File: src/rtl/core/iir_pkg.sv
// ----------------------------------------------------------------------------
// iir_pkg
// Shared types and constants of the I/O interrupt router: command word that
// travels from the front end to the back end, result kinds, control word
// layout and register decode.
// ----------------------------------------------------------------------------
`default_nettype none

package iir_pkg;

   // number of pins that own a table entry (1 to 32)
   localparam int NUM_PINS = 32;

   // control word layout
   localparam int CTL_DSTAT_BIT = 12;
   localparam int CTL_SWINT_BIT = 13;
   localparam int CTL_TRIG_BIT  = 15;
   localparam int CTL_MASK_BIT  = 16;
   localparam logic [31:0] CTL_RESET = 32'h0001_0000;

   // message data and address low layout
   localparam int MSG_VEC_LSB  = 0;
   localparam int MSG_DLVM_LSB = 10;
   localparam int ADDR_DEST_LSB = 4;

   localparam logic [31:0] ALL_ONES = 32'hffff_ffff;

   // version from which eoi and software-int writes keep the read-write bits
   localparam logic [1:0] VERSION_KEEP_BITS = 2'd2;

   // request operation codes
   typedef enum logic [1:0] {
      OP_PIN   = 2'd0,
      OP_READ  = 2'd1,
      OP_WRITE = 2'd2,
      OP_IDLE  = 2'd3
   } op_type;

   // register select codes
   typedef enum logic [2:0] {
      SEL_ID      = 3'd0,
      SEL_VERSION = 3'd1,
      SEL_CONTROL = 3'd2,
      SEL_MESSAGE = 3'd3,
      SEL_ADDR_HI = 3'd4,
      SEL_ADDR_LO = 3'd5,
      SEL_REQ_ID  = 3'd6,
      SEL_UNKNOWN = 3'd7
   } sel_type;

   // resolved register target of an access
   typedef enum logic [2:0] {
      TG_ID   = 3'd0,
      TG_VER  = 3'd1,
      TG_CTL  = 3'd2,
      TG_MSG  = 3'd3,
      TG_AHI  = 3'd4,
      TG_ALO  = 3'd5,
      TG_ZERO = 3'd6,
      TG_ONES = 3'd7
   } target_type;

   // result kinds
   typedef enum logic [2:0] {
      RK_READ      = 3'd0,
      RK_DONE      = 3'd1,
      RK_SENT      = 3'd2,
      RK_COALESCED = 3'd3,
      RK_MASKED    = 3'd4
   } kind_type;

   // back end sequencer states
   typedef enum logic {
      BK_IDLE = 1'b0,
      BK_EXEC = 1'b1
   } back_state_type;

   // classified command word
   typedef struct packed {
      op_type      op;
      logic [4:0]  pin;
      logic        pin_ok;
      logic        level;
      target_type  tgt;
      logic [31:0] data;
   } cmd_type;

endpackage

`default_nettype wire

File: src/rtl/core/iir_queue.sv
// ----------------------------------------------------------------------------
// iir_queue
// Two-entry command queue between the front end and the back end.
// ----------------------------------------------------------------------------
`default_nettype none

module iir_queue (
   input  wire logic        clock,
   input  wire logic        reset,
   input  wire logic        push,
   input  wire iir_pkg::cmd_type push_cmd,
   output logic             full,
   input  wire logic        pop,
   output iir_pkg::cmd_type head_cmd,
   output logic             empty
);

   iir_pkg::cmd_type slot_ff [2];
   logic       wr_ptr_ff, wr_ptr_in;
   logic       rd_ptr_ff, rd_ptr_in;
   logic [1:0] count_ff, count_in;

   assign full     = (count_ff == 2'd2);
   assign empty    = (count_ff == 2'd0);
   assign head_cmd = slot_ff[rd_ptr_ff];

   // pointer and fill count update
   always_comb begin
      wr_ptr_in = push ? ~wr_ptr_ff : wr_ptr_ff;
      rd_ptr_in = pop ? ~rd_ptr_ff : rd_ptr_ff;
      count_in  = count_ff + 2'(push) - 2'(pop);
   end

   always_ff @(posedge clock) begin
      if (reset) begin
         wr_ptr_ff <= 1'b0;
         rd_ptr_ff <= 1'b0;
         count_ff  <= 2'd0;
      end else begin
         wr_ptr_ff <= wr_ptr_in;
         rd_ptr_ff <= rd_ptr_in;
         count_ff  <= count_in;
      end
   end

   // storage
   always_ff @(posedge clock) begin
      if (push) begin
         slot_ff[wr_ptr_ff] <= push_cmd;
      end
   end

   a_no_pop_empty: assert property (@(posedge clock) disable iff (reset)
      pop |-> !empty) else $error("queue popped while empty");
   a_no_push_full: assert property (@(posedge clock) disable iff (reset)
      push |-> !full) else $error("queue pushed while full");
   a_count_range: assert property (@(posedge clock) disable iff (reset)
      count_ff != 2'd3) else $error("queue count out of range");

endmodule

`default_nettype wire

File: config.mk
export PLATFORM = sky130hd
export DESIGN_NAME = iir_queue
export DESIGN_NICKNAME = d
export VERILOG_FILES = /design/src/rtl/core/iir_pkg.sv /design/src/rtl/core/iir_queue.sv
export SDC_FILE = /design/constraint.sdc
export NUM_CORES = 1
export LEC_CHECK = 0
export BUFFER_PORTS_ARGS = -buffer_cell sky130_fd_sc_hd__buf_2
export CAP_MARGIN = 15
export CORE_UTILIZATION = 41
export DETAILED_ROUTE_END_ITERATION = 6
export GPL_TIMING_DRIVEN = 1
export PLACE_DENSITY_LB_ADDON = 0.2
export SYNTH_ARGS = -nofsm -noshare
export SYNTH_HDL_FRONTEND = slang
export SYNTH_SLANG_ARGS = --single-unit
File: constraint.sdc
create_clock -name clock -period 4.25 [get_ports clock]
set_input_delay 0.425 -clock clock [delete_from_list [all_inputs] [get_ports clock]]
set_output_delay 0.425 -clock clock [all_outputs]
set_load 0.05 [all_outputs]
==> flow_summary.ini <==
[clock_network]
cts_resized = 0
htreeDepth = 3
clock_latency_ns = 0.35
cts-root-buf = clkbuf_8
hold_buffers = 0
cts_buffers = 9
path_clk_slew_ns = 0.09
cts_tree = built
clock_path_buffers = 2
numClockSinks = 93
post_cts_buffers = 0

[place]
port_buffers = 93
dpl_cell_area_um2 = 4130
place_congestion = 0.639

[route]
drc = 0
drt-vias-per-instance = 4.59
routed_wl_um = 5630
routedWlPerCell_um = 15.3
detail-route-antenna-nets = 0
first_pass_iters = 4
num_vias = 1693
drt_first_iter_violations = 37

[critical_path]
critPathKind = register to output pin
cp-end-kind = output pin
worstPathMaxFanout = 29
r2r_cells = 1
rr_startpoint = wr_ptr_ff
critPathLaunchType = register
required_ns = 3.83
critPathArrivalTime_ns = 2.30

[global_routing]
met1_usage = 0.157
grt_pass1_vias = 1693
antenna_found_initial = 0
gr-usage-met2 = 0.213
grt.busiest_layer = met2
grt_max_degree = 45
grt_pass1_wl_um = 8470
globalRouteMet3Util = 0.0279
grtUsageTotal = 0.128
grt_overflow = 0

[cells_and_area]
num-nets-final = 309
drive_above_1_share = 0.587
final_area_um2 = 4290
area_growth_pct = 19.4
n_antenna_cell = 0

[synthesis]
avgSynthCellArea_um2 = 22.8
synth_top_area_frac = 0.735
synth_fp_nets = 208
synth_common_cells = edfxtp_1 (88), mux2_4 (40), dfxtp_1 (5), nor2_1 (5)
synthCells = 158
yosys-top-cells-area = edfxtp_1 (73%), mux2_4 (17%), dfxtp_1 (2.8%), buf_12 (2.2%), mux2_2 (1.3%)
synth_area_leader_cell = edfxtp_1
synthArstFlopShare = 0
ys_ff_latch = 93
yosys_warnings = 0
synth_area_um2 = 3600
synth.most_common_cell = edfxtp_1
synth_edf_count = 88
ys_seq_area_frac = 0.763
ys.flop_type = edfxtp_1
synthDistinctLibCells = 13

[pwr]
p_clk_frac = 0.249
p_switching_mw = 0.586
powerDensity_nw_per_um2 = 467
p_int_mw = 1.42
vdd.ir_drop.worst_uv = 193
combPwrFrac = 0.203
p_leak_nw = 1.70
seqPwrFrac = 0.548
swShare = 0.292

[sta]
slew_viol_final = 0
maxSlewHeadroom = 0.276
fmax_ghz = 0.368
period_needed_ns = 2.72
setup_tns_ns = 0
hold_viol_final = 0
finalSetupViolCount = 0
tightest_slew_ns = 1.09
fin_crit_sh = 0.640
rsz0062_at_grt = false
finClkSkew_ns = 0.0115

[hold_path]
hp-class = primary input to register
hp-start = push_cmd[39]
min_path_cells = 1

[die]
die_w_um = 95.7
core_area_um2 = 8340
die_h_um = 95.7
row_count = 33
dieArea_um2 = 9150
pin_count = 94
start_util = 0.431

[run_status]
status = complete, no violations

[flow_run]
drv_cap = 0
[state kept, by name (all words and copies together), names as in the netlist, named ones only]
name       flops
rd_ptr_ff      1
count_ff       2
wr_ptr_ff      1
slot_ff       88
[metrics by stage]
stage	power (mW)	hold slack [ns]	setup WS (ns)	instances	util
after floorplan	1.45	0.480	1.41	158	-
after global placement	1.53	0.496	1.82	353	0.495
after detailed placement	1.53	0.496	1.82	353	0.495
after CTS	2.03	0.235	1.43	369	0.515
after global routing	2.09	0.239	1.38	369	0.515
final	2.00	0.261	1.53	369	0.515
[critical path, cell delays in order, from the launching register on]
cell and delay (ns):
dfxtp_2 0.95, buf_4 0.45, mux2_4 0.34, buf_2 0.21
[power groups by stage]
stage	logic, mW	clock network [mW]	registers (mW)
6_report	0.406	0.499	1.10
3_3_place_gp	0.409	0	1.12
2_1_floorplan	0.348	0	1.10
3_5_place_dp	0.411	0	1.12
4_1_cts	0.412	0.520	1.10
5_1_grt	0.428	0.552	1.11
[cell usage in the layout (no fill, tap or decap), drive strengths merged, types with 2 or more instances in the layout]
| cell type | netlist | layout |
|---|---|---|
| ha | 2 | 2 |
| clkbuf | 0 | 10 |
| nor2b | 3 | 3 |
| dfxtp | 5 | 5 |
| mux2 | 44 | 44 |
| nor2 | 5 | 5 |
| xnor2 | 2 | 2 |
| clkinv | 0 | 4 |
| buf | 5 | 95 |
| edfxtp | 88 | 88 |
| clkinvlp | 0 | 2 |
| inv | 2 | 2 |
[kinds of logic (layout without fill, tap and decap cells)]
family        after synthesis  count (layout)  synth area share
mux                        44              44             0.180
buf+inv                     7             113            0.0275
fa+ha+maj                   2               2           0.00696
simple gates                9               9            0.0122
flops                      93              93             0.763
xor+xnor                    3               3            0.0111
[routing by layer]
layer  vias up  wire (um)
li1        811          -
met1       826       2370
met2        47       2860
met3         9        307
met4         0         86
met5         -          0
[area by class of cell]
class,count,area [um2]
multi-input combinational,58,763
fill,731,4050
sequential,93,2740
inverter,2,7.51
clock buffer,10,128
timing repair buffer,95,480
clock inverter,6,40.0
tap,105,131
[worst paths after layout]
path	to	slack, ns
setup / recovery	head_cmd[13]	1.53
hold / removal	slot_ff[0][39]	0.26
setup reg to reg	slot_ff[1][32]	2.54
hold reg to reg	register	0.52
Note: power is estimated with default switching activity, not from simulation.
