**src/rtl/core/iir_pkg.sv**
```systemverilog
// ----------------------------------------------------------------------------
// iir_pkg
// Shared types and constants of the I/O interrupt router: command word that
// travels from the front end to the back end, result kinds, control word
// layout and register decode.
// ----------------------------------------------------------------------------
`default_nettype none

package iir_pkg;

   // number of pins that own a table entry (1 to 32)
   localparam int NUM_PINS = 32;

   // control word layout
   localparam int CTL_DSTAT_BIT = 12;
   localparam int CTL_SWINT_BIT = 13;
   localparam int CTL_TRIG_BIT  = 15;
   localparam int CTL_MASK_BIT  = 16;
   localparam logic [31:0] CTL_RESET = 32'h0001_0000;

   // message data and address low layout
   localparam int MSG_VEC_LSB  = 0;
   localparam int MSG_DLVM_LSB = 10;
   localparam int ADDR_DEST_LSB = 4;

   localparam logic [31:0] ALL_ONES = 32'hffff_ffff;

   // version from which eoi and software-int writes keep the read-write bits
   localparam logic [1:0] VERSION_KEEP_BITS = 2'd2;

   // request operation codes
   typedef enum logic [1:0] {
      OP_PIN   = 2'd0,
      OP_READ  = 2'd1,
      OP_WRITE = 2'd2,
      OP_IDLE  = 2'd3
   } op_type;

   // register select codes
   typedef enum logic [2:0] {
      SEL_ID      = 3'd0,
      SEL_VERSION = 3'd1,
      SEL_CONTROL = 3'd2,
      SEL_MESSAGE = 3'd3,
      SEL_ADDR_HI = 3'd4,
      SEL_ADDR_LO = 3'd5,
      SEL_REQ_ID  = 3'd6,
      SEL_UNKNOWN = 3'd7
   } sel_type;

   // resolved register target of an access
   typedef enum logic [2:0] {
      TG_ID   = 3'd0,
      TG_VER  = 3'd1,
      TG_CTL  = 3'd2,
      TG_MSG  = 3'd3,
      TG_AHI  = 3'd4,
      TG_ALO  = 3'd5,
      TG_ZERO = 3'd6,
      TG_ONES = 3'd7
   } target_type;

   // result kinds
   typedef enum logic [2:0] {
      RK_READ      = 3'd0,
      RK_DONE      = 3'd1,
      RK_SENT      = 3'd2,
      RK_COALESCED = 3'd3,
      RK_MASKED    = 3'd4
   } kind_type;

   // back end sequencer states
   typedef enum logic {
      BK_IDLE = 1'b0,
      BK_EXEC = 1'b1
   } back_state_type;

   // classified command word
   typedef struct packed {
      op_type      op;
      logic [4:0]  pin;
      logic        pin_ok;
      logic        level;
      target_type  tgt;
      logic [31:0] data;
   } cmd_type;

endpackage

`default_nettype wire

```
**src/rtl/core/iir_back.sv**
```systemverilog
// ----------------------------------------------------------------------------
// iir_back
// Back end: reads the redirection table entry of a command, applies the
// pin change or register access, writes the entry back and loads the
// result word into the output register.
// ----------------------------------------------------------------------------
`default_nettype none

module iir_back (
   input  wire logic        clock,
   input  wire logic        reset,
   input  wire iir_pkg::cmd_type head_cmd,
   input  wire logic        q_empty,
   output logic             q_pop,
   input  wire logic [1:0]  device_version,
   output logic             rsp_valid,
   input  wire logic        rsp_stall,
   output logic [2:0]       rsp_result_kind,
   output logic [31:0]      rsp_read_data,
   output logic [15:0]      rsp_msg_dest,
   output logic [9:0]       rsp_msg_vector,
   output logic             rsp_msg_level_trigger,
   output logic [2:0]       rsp_msg_delivery_mode,
   output logic             rsp_ack_notify
);

   // redirection table and per-entry written flags
   logic [31:0] ctl_mem [32];
   logic [31:0] msg_mem [32];
   logic [31:0] ahi_mem [32];
   logic [31:0] alo_mem [32];
   logic [31:0] ctl_vld_ff, msg_vld_ff, ahi_vld_ff, alo_vld_ff;

   logic [31:0] ctl_rd_ff, msg_rd_ff, ahi_rd_ff, alo_rd_ff;
   logic        ctl_rv_ff, msg_rv_ff, ahi_rv_ff, alo_rv_ff;

   iir_pkg::back_state_type state_ff, state_in;
   iir_pkg::cmd_type        cmd_ff;
   logic [31:0] pending_ff, pending_in;
   logic [31:0] device_id_ff, device_id_in;

   logic rsp_valid_ff, rsp_valid_in;
   logic [2:0]  kind_ff;
   logic [31:0] rdata_ff;
   logic [15:0] dest_ff;
   logic [9:0]  vec_ff;
   logic        trig_ff;
   logic [2:0]  dlvm_ff;
   logic        ack_ff;

   logic out_free;
   logic exec_en;

   logic [31:0] ctl_cur, msg_cur, ahi_cur, alo_cur;
   logic        eoi, sint;
   logic [31:0] ctl_base, ctl_new;

   iir_pkg::kind_type kind_in;
   logic [31:0] rdata_in;
   logic [15:0] dest_in;
   logic [9:0]  vec_in;
   logic        trig_in;
   logic [2:0]  dlvm_in;
   logic        ack_in;
   logic        fire_req;
   logic [31:0] fire_ctl;
   logic        ctl_we, msg_we, ahi_we, alo_we;
   logic [31:0] ctl_wd;

   assign out_free = !rsp_valid_ff || !rsp_stall;

   // sequencer next state
   always_comb begin
      case (state_ff)
         iir_pkg::BK_IDLE: state_in = q_empty ? iir_pkg::BK_IDLE : iir_pkg::BK_EXEC;
         iir_pkg::BK_EXEC: state_in = out_free ? iir_pkg::BK_IDLE : iir_pkg::BK_EXEC;
         default:          state_in = iir_pkg::BK_IDLE;
      endcase
   end

   // sequencer outputs
   always_comb begin
      case (state_ff)
         iir_pkg::BK_IDLE: begin
            q_pop   = !q_empty;
            exec_en = 1'b0;
         end
         iir_pkg::BK_EXEC: begin
            q_pop   = 1'b0;
            exec_en = out_free;
         end
         default: begin
            q_pop   = 1'b0;
            exec_en = 1'b0;
         end
      endcase
   end

   always_ff @(posedge clock) begin
      if (reset) begin
         state_ff <= iir_pkg::BK_IDLE;
      end else begin
         state_ff <= state_in;
      end
   end

   // command latch and table read on pop
   always_ff @(posedge clock) begin
      if (q_pop) begin
         cmd_ff    <= head_cmd;
         ctl_rd_ff <= ctl_mem[head_cmd.pin];
         msg_rd_ff <= msg_mem[head_cmd.pin];
         ahi_rd_ff <= ahi_mem[head_cmd.pin];
         alo_rd_ff <= alo_mem[head_cmd.pin];
         ctl_rv_ff <= ctl_vld_ff[head_cmd.pin];
         msg_rv_ff <= msg_vld_ff[head_cmd.pin];
         ahi_rv_ff <= ahi_vld_ff[head_cmd.pin];
         alo_rv_ff <= alo_vld_ff[head_cmd.pin];
      end
   end

   // entries never written read as their reset value
   assign ctl_cur = ctl_rv_ff ? ctl_rd_ff : iir_pkg::CTL_RESET;
   assign msg_cur = msg_rv_ff ? msg_rd_ff : '0;
   assign ahi_cur = ahi_rv_ff ? ahi_rd_ff : '0;
   assign alo_cur = alo_rv_ff ? alo_rd_ff : '0;

   // control write value: eoi and software-int bits clear, newer version keeps the rest
   always_comb begin
      eoi      = cmd_ff.data[iir_pkg::CTL_DSTAT_BIT];
      sint     = cmd_ff.data[iir_pkg::CTL_SWINT_BIT];
      ctl_base = ((device_version >= iir_pkg::VERSION_KEEP_BITS) && (eoi || sint))
                 ? ctl_cur : cmd_ff.data;
      ctl_new  = ctl_base;
      if (eoi) begin
         ctl_new[iir_pkg::CTL_DSTAT_BIT] = 1'b0;
      end
      if (sint) begin
         ctl_new[iir_pkg::CTL_SWINT_BIT] = 1'b0;
      end
   end

   // command execution
   always_comb begin
      kind_in      = iir_pkg::RK_DONE;
      rdata_in     = '0;
      dest_in      = '0;
      vec_in       = '0;
      trig_in      = 1'b0;
      dlvm_in      = '0;
      ack_in       = 1'b0;
      fire_req     = 1'b0;
      fire_ctl     = ctl_cur;
      pending_in   = pending_ff;
      device_id_in = device_id_ff;
      ctl_we       = 1'b0;
      ctl_wd       = ctl_cur;
      msg_we       = 1'b0;
      ahi_we       = 1'b0;
      alo_we       = 1'b0;
      case (cmd_ff.op)
         iir_pkg::OP_PIN: begin
            if (cmd_ff.pin_ok) begin
               pending_in[cmd_ff.pin] = cmd_ff.level;
               if (cmd_ff.level) begin
                  if ((!ctl_cur[iir_pkg::CTL_TRIG_BIT] && !pending_ff[cmd_ff.pin]) ||
                      (ctl_cur[iir_pkg::CTL_TRIG_BIT] && !ctl_cur[iir_pkg::CTL_DSTAT_BIT]))
                  begin
                     fire_req = 1'b1;
                  end else begin
                     kind_in = iir_pkg::RK_COALESCED;
                  end
               end
            end
         end
         iir_pkg::OP_READ: begin
            kind_in = iir_pkg::RK_READ;
            case (cmd_ff.tgt)
               iir_pkg::TG_ID:   rdata_in = device_id_ff;
               iir_pkg::TG_VER:  rdata_in = {8'd0, 8'(iir_pkg::NUM_PINS), 14'd0, device_version};
               iir_pkg::TG_CTL:  rdata_in = ctl_cur;
               iir_pkg::TG_MSG:  rdata_in = msg_cur;
               iir_pkg::TG_AHI:  rdata_in = ahi_cur;
               iir_pkg::TG_ALO:  rdata_in = alo_cur;
               iir_pkg::TG_ZERO: rdata_in = '0;
               default:          rdata_in = iir_pkg::ALL_ONES;
            endcase
         end
         iir_pkg::OP_WRITE: begin
            case (cmd_ff.tgt)
               iir_pkg::TG_ID:  device_id_in = cmd_ff.data;
               iir_pkg::TG_CTL: begin
                  ack_in   = eoi;
                  ctl_we   = 1'b1;
                  ctl_wd   = ctl_new;
                  fire_ctl = ctl_new;
                  fire_req = !ctl_new[iir_pkg::CTL_MASK_BIT] && pending_ff[cmd_ff.pin];
               end
               iir_pkg::TG_MSG: msg_we = 1'b1;
               iir_pkg::TG_AHI: ahi_we = 1'b1;
               iir_pkg::TG_ALO: alo_we = 1'b1;
               default: ;
            endcase
         end
         default: ;
      endcase

      // message delivery
      if (fire_req) begin
         if (fire_ctl[iir_pkg::CTL_MASK_BIT]) begin
            kind_in = iir_pkg::RK_MASKED;
         end else begin
            kind_in = iir_pkg::RK_SENT;
            dest_in = alo_cur[iir_pkg::ADDR_DEST_LSB +: 16];
            vec_in  = msg_cur[iir_pkg::MSG_VEC_LSB +: 10];
            dlvm_in = msg_cur[iir_pkg::MSG_DLVM_LSB +: 3];
            trig_in = fire_ctl[iir_pkg::CTL_TRIG_BIT];
            if (fire_ctl[iir_pkg::CTL_TRIG_BIT]) begin
               ctl_we = 1'b1;
               ctl_wd = fire_ctl;
               ctl_wd[iir_pkg::CTL_DSTAT_BIT] = 1'b1;
            end
         end
      end
   end

   // table write back
   always_ff @(posedge clock) begin
      if (exec_en && ctl_we) begin
         ctl_mem[cmd_ff.pin] <= ctl_wd;
      end
      if (exec_en && msg_we) begin
         msg_mem[cmd_ff.pin] <= cmd_ff.data;
      end
      if (exec_en && ahi_we) begin
         ahi_mem[cmd_ff.pin] <= cmd_ff.data;
      end
      if (exec_en && alo_we) begin
         alo_mem[cmd_ff.pin] <= cmd_ff.data;
      end
   end

   // written flags, pending mask and id register
   always_ff @(posedge clock) begin
      if (reset) begin
         ctl_vld_ff   <= '0;
         msg_vld_ff   <= '0;
         ahi_vld_ff   <= '0;
         alo_vld_ff   <= '0;
         pending_ff   <= '0;
         device_id_ff <= '0;
      end else if (exec_en) begin
         if (ctl_we) begin
            ctl_vld_ff[cmd_ff.pin] <= 1'b1;
         end
         if (msg_we) begin
            msg_vld_ff[cmd_ff.pin] <= 1'b1;
         end
         if (ahi_we) begin
            ahi_vld_ff[cmd_ff.pin] <= 1'b1;
         end
         if (alo_we) begin
            alo_vld_ff[cmd_ff.pin] <= 1'b1;
         end
         pending_ff   <= pending_in;
         device_id_ff <= device_id_in;
      end
   end

   // output register
   assign rsp_valid_in = exec_en || (rsp_valid_ff && rsp_stall);

   always_ff @(posedge clock) begin
      if (reset) begin
         rsp_valid_ff <= 1'b0;
      end else begin
         rsp_valid_ff <= rsp_valid_in;
      end
   end

   always_ff @(posedge clock) begin
      if (exec_en) begin
         kind_ff  <= kind_in;
         rdata_ff <= rdata_in;
         dest_ff  <= dest_in;
         vec_ff   <= vec_in;
         trig_ff  <= trig_in;
         dlvm_ff  <= dlvm_in;
         ack_ff   <= ack_in;
      end
   end

   assign rsp_valid             = rsp_valid_ff;
   assign rsp_result_kind       = kind_ff;
   assign rsp_read_data         = rdata_ff;
   assign rsp_msg_dest          = dest_ff;
   assign rsp_msg_vector        = vec_ff;
   assign rsp_msg_level_trigger = trig_ff;
   assign rsp_msg_delivery_mode = dlvm_ff;
   assign rsp_ack_notify        = ack_ff;

   a_rsp_from_exec: assert property (@(posedge clock) disable iff (reset)
      $rose(rsp_valid_ff) |-> $past(state_ff == iir_pkg::BK_EXEC))
      else $error("result word without execution");
   a_ack_on_write: assert property (@(posedge clock) disable iff (reset)
      (rsp_valid_ff && ack_ff) |->
         (kind_ff == iir_pkg::RK_DONE || kind_ff == iir_pkg::RK_SENT))
      else $error("eoi acknowledge with wrong result kind");
   a_msg_only_sent: assert property (@(posedge clock) disable iff (reset)
      (rsp_valid_ff && kind_ff != iir_pkg::RK_SENT) |->
         (dest_ff == '0 && vec_ff == '0 && !trig_ff && dlvm_ff == '0))
      else $error("message fields set without a message");

endmodule

`default_nettype wire
```
**config.mk**
```make
export PLATFORM = sky130hd
export DESIGN_NAME = iir_back
export DESIGN_NICKNAME = d
export VERILOG_FILES = /design/src/rtl/core/iir_pkg.sv /design/src/rtl/core/iir_back.sv
export SDC_FILE = /design/constraint.sdc
export NUM_CORES = 2
export LEC_CHECK = 0
export ABC_AREA = 1
export BUFFER_PORTS_ARGS = -buffer_cell sky130_fd_sc_hd__buf_4
export CAP_MARGIN = 20
export CORE_AREA = 2 2 844 846
export DETAILED_ROUTE_END_ITERATION = 10
export DIE_AREA = 0 0 846 848
export PLACE_DENSITY_LB_ADDON = 0.3
export SYNTH_ARGS = -nofsm -noshare
export SYNTH_HDL_FRONTEND = slang
export SYNTH_SLANG_ARGS = --single-unit
```
**constraint.sdc**
```tcl
create_clock -name clock -period 21 [get_ports clock]
set_input_delay 2.1 -clock clock [delete_from_list [all_inputs] [get_ports clock]]
set_output_delay 2.1 -clock clock [all_outputs]
set_load 0.01 [all_outputs]
```
==> impl_results.md <==
* Status: complete, no violations
* Setup total negative slack at 0 ns
* Final worst-path cycle share at between 30% and 40%
* Mapped Area at between 150000 and 200000 um^2
* Max Cap Viol at 0
* Post-Place Cells at 22.50k
* Placer Congestion at approximately 0.83
* Clock sink count at between 4k and 5k
* Die X at 846 um
* Post-route ant nets at 0
* CP Class: in -> reg
* Yosys cell types at 44
* Max H-tree Level at 5
* Yosys warning count at 0
* Sequential area share after synthesis at between 70% and 80%
* Initial Utilization at 24.87%
* Initial antenna violation count at 78
* Syn_area_per_cell at approximately 13 um^2
* Site Rows at 310
* Area after DPL at between 150000 and 200000 um^2
* CTS resizes at 0
* Worst r2r src: cmd_ff[32]
* Worst hold-check path type: reg -> reg
* Synth Register Bits at roughly 4.5k
* Layout Skew at between 0.1 and 0.15 ns
* Setup crit start kind: input pin
* Pwr dens at around 95 nW/um^2
* Via count at around 120k
* TritonCTS buffer count at roughly 460
* Drt pass-1 iters at 8
* Worst Path Required at roughly 22 ns
* Drt initial violations at 14.51k
* Layout cells sized above 1 at ~9.9%
* Grt total ovfl at 0
* Reg2Reg Depth at 9
* Slew HR at about a fifth
* Post-CTS Setup Bufs at 0
* Fin. max-slew vios at 0
* Critical path arrival at between 8 and 9 ns
* NumNets Final at 13.66k
* Final wirelength at between 600000 and 700000 um
* Fin worst setup slack at about 14 ns
* LEAKAGE at 63.58 nW
* DR WL/cell at ~26 um
* Clock Latency Late Sink at between 1 and 1.5 ns
* Vias per cell at 4.971
* Die height at around 850 um
* Hold Fails Final Rpt at 0
* Clock transition at the registers of the reported paths at 0.06 ns
* Min cycle time layout at 7.250 ns
* Die ar. at 717400 um^2
* Syn nets at approximately 14k
* Max Freq at 0.1379 GHz
* Area grow syn2layout at 15.84%
* VDD IR max at slightly below 0.08 mV
* Largest net degree at the start of global routing at approximately 200
* # IOs at between 100 and 150
* RSZ-0062 raised after global routing: false
* Hold path startpoint: ctl_vld_ff[26]
* Remaining DRCs at 0
* Design Area, Final at around 200000 um^2
* Setup violations, final at 0
* Port Buffers at 117
* Cts hold-fix bufs at 0
* Crit path from: head_cmd[37]
* Vias in the first global route at around 110k
* Hold path depth at 2
* Crit Path Max Fanout at around 200
* Core Area at slightly above 700000 um^2
* GRT Total Usage at 16.44%
* Place WS at 12.68 ns
* HPWL Detailed at between 300000 and 400000 um
* Maximum clock path buffer count at 4
* First-pass GRT wire length at ~860000 um
* Total Power at a little under 20 mW
* Post-Layout Cell Count at 23.40k
* Clk Tree Root Cell: clkbuf_16
* Slew @ Worst Pin at roughly 1.2 ns
* Critical Path End Type: flop
* CTS tree: built
* Post-synthesis cell count at approximately 14k
-- synth_stat cells (all sizes together) --
master      n  area, um^2
a31oi      13       81.33
nand3      29       162.7
o21a        2       22.52
a2111oi     2       17.52
nor3       32       160.2
nor2     2898       10890
o31ai      43       322.8
a221oi     26       227.7
a41oi      20       175.2
edfxtp   4338      130300
nand2     679        2564
nor4        1       6.260
inv       202       758.2
o21bai      1       7.510
buf       203       992.2
o32ai      16       140.1
o211ai      1       7.510
dfxtp     194        3884
or2         1       6.260
a22oi       6       45.04
o21ai    2552       12780
a311oi     32       280.3
a211oi     16       120.1
o22ai    1221        7639
o21ba      36       360.4
clkinv      4       15.01
a21oi     224        1125
clkbuf    790        2965
o221ai     20       175.2
nand4      32       237.7
o2111a      1       11.26
-- final cells by class --
class	count	area, um^2
well taps	9360	11710
clock inverters	266	2581
clock buffers	592	12280
fillers	71688	505000
inverters	206	813.3
diodes	32	80.08
repair buffers	504	4340
flip-flops and latches	4532	134100
multi-input cells	7904	38430
-- worst paths after layout --
check	endpoint	slack [ns]
min	ctl_vld_ff[26]	0.45
max	alo_rd_ff[22]	13.75
min reg2reg	ctl_vld_ff[26]	0.45
max reg2reg	rsp_read_data[11]	15.82
-- sequential cells by signal, indices dropped and copies added, names as in the netlist, 3 cells and up --
name / flops
ahi_mem: 1024
ahi_rd_ff: 32
ahi_vld_ff: 32
alo_mem: 1024
alo_rd_ff: 32
alo_vld_ff: 32
cmd_ff: 44
ctl_mem: 1024
ctl_rd_ff: 32
ctl_vld_ff: 32
device_id_ff: 32
msg_mem: 1024
msg_rd_ff: 32
msg_vld_ff: 32
pending_ff: 32
rsp_msg_delivery_mode: 3
rsp_msg_dest: 16
rsp_msg_vector: 10
rsp_read_data: 32
rsp_result_kind: 3
-- stage by stage --
step                      util, %  hold WS (ns)
after global placement      26.64        0.4336
after detailed placement    26.69        0.4374
after global routing        28.81        0.4643
final                       28.81        0.4502
after CTS                   28.78        0.4468
after floorplan                 -        0.4268
-- report_power, final --
group / switching, mW / leakage [nW] / internal (mW) / total (mW)
sequential: 0.0648 / 40.8 / 9.99 / 10.1
clock: 3.65 / 7.22 / 4.48 / 8.13
combinational: 0.883 / 15.6 / 0.264 / 1.15
total: 4.60 / 63.6 / 14.7 / 19.3
-- routing by layer --
layer / track usage (%) / wire length, um / vias up
met3: 2.941 / 50840 / 902
met2: 26.26 / 280300 / 4909
li1: - / - / 50551
met4: 5.534 / 22380 / 12
met5: 0 / 98 / -
met1: 22.57 / 264300 / 59937
-- logic make-up (layout without fill, tap and decap cells) --
family / Yosys count / count (layout) / synth area share, %
DFF: 4532 / 4532 / 76.03
buffers and inverters: 1199 / 1568 / 2.681
other: 0 / 32 / 0
AOI/OAI and AO/OA: 4232 / 4232 / 13.34
and+or+nand+nor: 3672 / 3672 / 7.948
-- critical path, cell delays in order --
cell and delay, ns:
buf_16 0.47, buf_4 0.68, buf_4 0.79, buf_12 0.45, buf_4 0.79, buf_12 0.53
buf_4 0.71, o21ai_0 0.21, o221ai_1 0.22, o21ai_0 0.13, o22ai_1 0.17, nand2_1 0.12
nand2_1 0.10
-- cells in the final DEF, fill, tap and decap left out, drive strengths merged, types with 32 or more instances in the layout --
master  synthesis  final
o21ai        2552   2552
a311oi         32     32
diode           0     32
clkbuf        790    594
nor3           32     32
inv           202    213
dfxtp         194    194
o31ai          43     43
a21oi         224    224
clkinv          4    221
o21ba          36     36
o22ai        1221   1221
nand4          32     32
nor2         2898   2898
nand2         679    679
buf           203    502
edfxtp       4338   4338
No activity file was read; power rests on OpenSTA's default activity.
